[config.mk]
export PLATFORM = sky130hd
export DESIGN_NAME = pmds_queue
export DESIGN_NICKNAME = d
export VERILOG_FILES = /design/src/hdl/pmds_pkg.sv /design/src/hdl/pmds_queue.sv
export SDC_FILE = /design/constraint.sdc
export NUM_CORES = 1
export LEC_CHECK = 0
export BUFFER_PORTS_ARGS = -buffer_cell sky130_fd_sc_hd__buf_2
export CAP_MARGIN = 10
export CORE_MARGIN = 1.5
export CORE_UTILIZATION = 52
export DETAILED_ROUTE_END_ITERATION = 6
export PLACE_DENSITY = 0.88
export SETUP_SLACK_MARGIN = 0.1
export SYNTH_ARGS = -nofsm -noshare
export SYNTH_HDL_FRONTEND = slang
export SYNTH_SLANG_ARGS = --single-unit
[constraint.sdc]
create_clock -name clock -period 5.3 [get_ports clock]
set_input_delay 0.53 -clock clock [delete_from_list [all_inputs] [get_ports clock]]
set_output_delay 0.53 -clock clock [all_outputs]
set_load 0.05 [all_outputs]
[src/hdl/pmds_pkg.sv]
// shared constants, types and helper functions for the patch minimum depth sampler
package pmds_pkg;

   localparam int MAX_WIDTH   = 1024;
   localparam int MAX_HEIGHT  = 1024;
   localparam int MAX_PATCH   = 64;
   localparam int QUEUE_DEPTH = 2;

   localparam int COL_W   = $clog2(MAX_WIDTH);
   localparam int ROW_W   = $clog2(MAX_HEIGHT);
   localparam int OFF_W   = $clog2(MAX_PATCH);
   localparam int DIM_W   = 11;
   localparam int PS_W    = 7;
   localparam int DEPTH_W = 16;
   localparam int COLOR_W = 8;

   localparam int CSR_INDEX_W = 2;
   localparam int CSR_DATA_W  = 16;

   typedef enum logic [CSR_INDEX_W-1:0] {
      CSR_FRAME_WIDTH,
      CSR_FRAME_HEIGHT,
      CSR_PATCH_SIZE,
      CSR_DEPTH_LIMIT
   } csr_index_type;

   typedef struct packed {
      logic [DIM_W-1:0]   frame_width;
      logic [DIM_W-1:0]   frame_height;
      logic [PS_W-1:0]    patch_side;
      logic [DEPTH_W-1:0] depth_limit;
   } cfg_type;

   // classified pixel handed from the front end to the store update
   typedef struct packed {
      logic [COL_W-1:0]   idx;
      logic               start;
      logic               last;
      logic               lidar;
      logic               qualify;
      logic [DEPTH_W-1:0] depth;
      logic [COL_W-1:0]   x;
      logic [ROW_W-1:0]   y;
      logic [COLOR_W-1:0] red;
      logic [COLOR_W-1:0] green;
      logic [COLOR_W-1:0] blue;
   } item_type;

   // one patch store entry
   typedef struct packed {
      logic               lidar;
      logic               valid;
      logic [DEPTH_W-1:0] depth;
      logic [COL_W-1:0]   x;
      logic [ROW_W-1:0]   y;
      logic [COLOR_W-1:0] red;
      logic [COLOR_W-1:0] green;
      logic [COLOR_W-1:0] blue;
   } entry_type;

   function automatic logic [DIM_W-1:0] clamp_dim(input logic [DIM_W-1:0] v,
                                                  input logic [DIM_W-1:0] hi);
      logic [DIM_W-1:0] r;
      if (v == '0) begin
         r = DIM_W'(1);
      end else if (v > hi) begin
         r = hi;
      end else begin
         r = v;
      end
      return r;
   endfunction

   function automatic logic [PS_W-1:0] clamp_patch(input logic [PS_W-1:0] v);
      logic [PS_W-1:0] r;
      if (v == '0) begin
         r = PS_W'(1);
      end else if (v > PS_W'(MAX_PATCH)) begin
         r = PS_W'(MAX_PATCH);
      end else begin
         r = v;
      end
      return r;
   endfunction

endpackage

[src/hdl/pmds_queue.sv]
// short queue of classified pixels between front end and store update
module pmds_queue (
   input  logic               clock,
   input  logic               reset,
   input  logic               push,
   input  pmds_pkg::item_type push_item,
   input  logic               pop,
   output pmds_pkg::item_type head,
   output logic               empty,
   output logic               full
);
   import pmds_pkg::*;

   localparam int PTR_W = (QUEUE_DEPTH > 1) ? $clog2(QUEUE_DEPTH) : 1;
   localparam int CNT_W = $clog2(QUEUE_DEPTH + 1);

   item_type         slot_ff [QUEUE_DEPTH];
   logic [PTR_W-1:0] wr_ptr_ff, wr_ptr_in;
   logic [PTR_W-1:0] rd_ptr_ff, rd_ptr_in;
   logic [CNT_W-1:0] count_ff, count_in;

   always_comb begin
      empty     = count_ff == '0;
      full      = count_ff == CNT_W'(QUEUE_DEPTH);
      head      = slot_ff[rd_ptr_ff];
      wr_ptr_in = wr_ptr_ff;
      rd_ptr_in = rd_ptr_ff;
      count_in  = count_ff;
      if (push) begin
         wr_ptr_in = (wr_ptr_ff == PTR_W'(QUEUE_DEPTH - 1)) ? '0 : wr_ptr_ff + PTR_W'(1);
      end
      if (pop) begin
         rd_ptr_in = (rd_ptr_ff == PTR_W'(QUEUE_DEPTH - 1)) ? '0 : rd_ptr_ff + PTR_W'(1);
      end
      if (push && !pop) begin
         count_in = count_ff + CNT_W'(1);
      end else if (pop && !push) begin
         count_in = count_ff - CNT_W'(1);
      end
   end

   always_ff @(posedge clock) begin
      if (push) begin
         slot_ff[wr_ptr_ff] <= push_item;
      end
   end

   always_ff @(posedge clock) begin
      if (reset) begin
         wr_ptr_ff <= '0;
         rd_ptr_ff <= '0;
         count_ff  <= '0;
      end else begin
         wr_ptr_ff <= wr_ptr_in;
         rd_ptr_ff <= rd_ptr_in;
         count_ff  <= count_in;
      end
   end

   a_count_bound: assert property (@(posedge clock) disable iff (reset)
      count_ff <= CNT_W'(QUEUE_DEPTH))
      else $error("queue count past its depth");

   a_push_lands: assert property (@(posedge clock) disable iff (reset)
      (push && !pop) |=> !empty)
      else $error("pushed transaction lost from queue");

   a_no_overflow: assert property (@(posedge clock) disable iff (reset)
      full |-> !push)
      else $error("push into a full queue");

   a_no_underflow: assert property (@(posedge clock) disable iff (reset)
      empty |-> !pop)
      else $error("pop from an empty queue");

endmodule

==> results_dict.tcl <==
set metrics [dict create \
    status "finished clean" \
    setup.worst_path.class "register to output pin" \
    fin_crit_ns 2.74 \
    cp.arrival_ns 2.21 \
    p_per_area_nw_per_um2 439 \
    hold_viol 0 \
    clockBufferDepth 2 \
    fin_skew_ns 0.00914 \
    tns_ns 0 \
    post-dp-hpwl_um 5720 \
    vias 2785 \
    ys.flop_type "edfxtp_1" \
    final_common_cell "buf_2" \
    ant_nets 0 \
    postCtsResizedCells 0 \
    root_buffer "clkbuf_8" \
    hold_buffers 0 \
    drv_slew 0 \
    regToRegSetupSlack_ns 3.09 \
    crit_family "flip-flops" \
    yosysWarnings 0 \
    critPathMaxFanout 74 \
    synth.cell_area_um2 5570 \
    core_um2 10400 \
    synth_cell_types 17 \
    placedCellCount 534 \
    synth-seq-area-share 0.817 \
    num_io_pins 154 \
    fmax_ghz 0.365 \
    fin_nets 496 \
    synth_edf_count 148 \
    cts_tree "done" \
    leakage_nw 2.66 \
    drt_pass1_iterations 4 \
    diodes 0 \
    syn_inst 252 \
    htreeDepth 4 \
    gp_congestion 0.694 \
    reg2reg_to "slot_ff[0][17]$_DFFE_PP_" \
    cpPeakStageDelay_ns 0.93 \
    syn_nets 331 \
    place_area_um2 6440 \
    ys_ff_latch 153 \
    die_h_um 106 \
    setup_viol 0 \
    drt-vias-per-instance 4.92 \
    grt_pass1_wl_um 14000 \
    grt_util_all_layers 0.169 \
    first_iter_violations 123 \
    first_global_vias 2858 \
    drcViolationCount 0 \
    syn2layout_area_growth_pct 26.4 \
    cts.clk_slew.worst_paths_ns 0.06 \
    timing.final.ws_setup_ns 2.56 \
    cp-end-kind "output pin" \
    insertion_delay_ns 0.52 \
    slowest_stage "dfxtp_4" \
    postSynthAreaPerCell_um2 22.1 \
    drive_gt1_frac 0.612 \
    rsz0062_at_grt "no" \
    start_util 0.537 \
    grt-ovfl-total 0 \
    antenna_found_initial 0 \
    routedWlPerCell_um 16.2 \
    ir_drop_v 0.000234 \
    cp-start-kind "register" \
    die_area_um2 11300 \
    cp_num_cells 2 \
    clock_sinks 153 \
    tightest_slew_ns 1.11 \
    crit_chain "mux2_2 > buf_2" \
    drv_cap 0 \
    path_buf_inv 1 \
    cts_setup_buffers 0 \
    finalNonFillerCells 566 \
    cts_buffers 17 \
    grt_max_degree 75 \
    worstReg2RegStart "wr_ptr_ff$_SDFFE_PP0P_" \
    hp-class "input port to register" \
    synth-async-reset-ratio 0 \
    port_buffers 153 \
    dpl_worst_slack_ns 2.68 \
    final_cell_area_um2 7030 \
    row_count 37 \
    final_util 0.678 \
    reg2reg_depth 2 \
    crit_path_end "head[72]" \
    layout_common_cells "153 x buf_2, 148 x edfxtp_1, 74 x mux2_2" \
    p_total_mw 3.09 \
    slew-limit-headroom 0.259 \
    crit_required_ns 4.77 \
    fin_hold_ws_ns 0.197 \
    wl_um 9170 \
    die_w_um 106 \
    finalCritPeriodShare 0.518 \
]
worst min-delay path by stage:
stage                             startpoint  cells after the start  slack (ns)                        to
floorplan           count_ff[1]$_SDFFE_PP0P_                      2        0.46  count_ff[1]$_SDFFE_PP0P_
global placement    count_ff[1]$_SDFFE_PP0P_                      2        0.48  count_ff[1]$_SDFFE_PP0P_
detailed placement  count_ff[1]$_SDFFE_PP0P_                      2        0.51  count_ff[1]$_SDFFE_PP0P_
CTS                            push_item[67]                      1        0.18  slot_ff[1][67]$_DFFE_PP_
global route                   push_item[45]                      1        0.16  slot_ff[1][45]$_DFFE_PP_
finish                         push_item[67]                      1        0.20  slot_ff[0][67]$_DFFE_PP_
synthesized netlist by cell type (2+ instances only):
master,number,area share
buf_6,6,0.012
dfxtp_1,5,0.018
edfxtp_1,148,0.80
mux2_2,74,0.15
nor2_1,5,0.0034
xnor2_1,2,0.0031
xor2_1,2,0.0031
cell type report:
| class | instances | area, µm² |
|---|---|---|
| Fill cell | 687 | 3340 |
| Tap cell | 136 | 170 |
| Inverter | 1 | 3.75 |
| Timing Repair Buffer | 154 | 773 |
| Multi-Input combinational cell | 90 | 947 |
| Sequential cell | 153 | 4550 |
| Clock inverter | 15 | 176 |
| Clock buffer | 17 | 414 |
sequential cells by signal, indices dropped and copies added (netlist names), named ones only:
| name | count |
|---|---|
| rd_ptr_ff | 1 |
| slot_ff | 148 |
| wr_ptr_ff | 1 |
| count_ff | 2 |
worst reg2reg max path: stages, from the launching register on:
cell and delay, ns:
dfxtp_1 0.35, nor2b_4 0.87, buf_4 0.61
metal layers:
metal | routed length, µm | track usage
met5 | 0 | 0
met4 | 178 | 0.0829
met3 | 598 | 0.0589
met2 | 4680 | 0.285
met1 | 3710 | 0.193
power by group:
| part | total, mW | leakage [nW] | switching [mW] | internal [mW] |
|---|---|---|---|---|
| combinational | 0.460 | 0.943 | 0.327 | 0.133 |
| sequential | 1.45 | 1.43 | 0.0391 | 1.41 |
| clock | 1.18 | 0.285 | 0.461 | 0.717 |
cells by family after synthesis:
logic type,Yosys count,synth area share
AO/OA/AOI/OAI,2,0.00180
XOR/XNOR,4,0.00630
adder cells (fa/ha/maj),1,0.00225
buffers and inverters,9,0.0151
flip-flops,153,0.817
multiplexers,74,0.150
AND/OR/NAND/NOR,9,0.00832
Note: power is estimated with default switching activity, not from simulation.
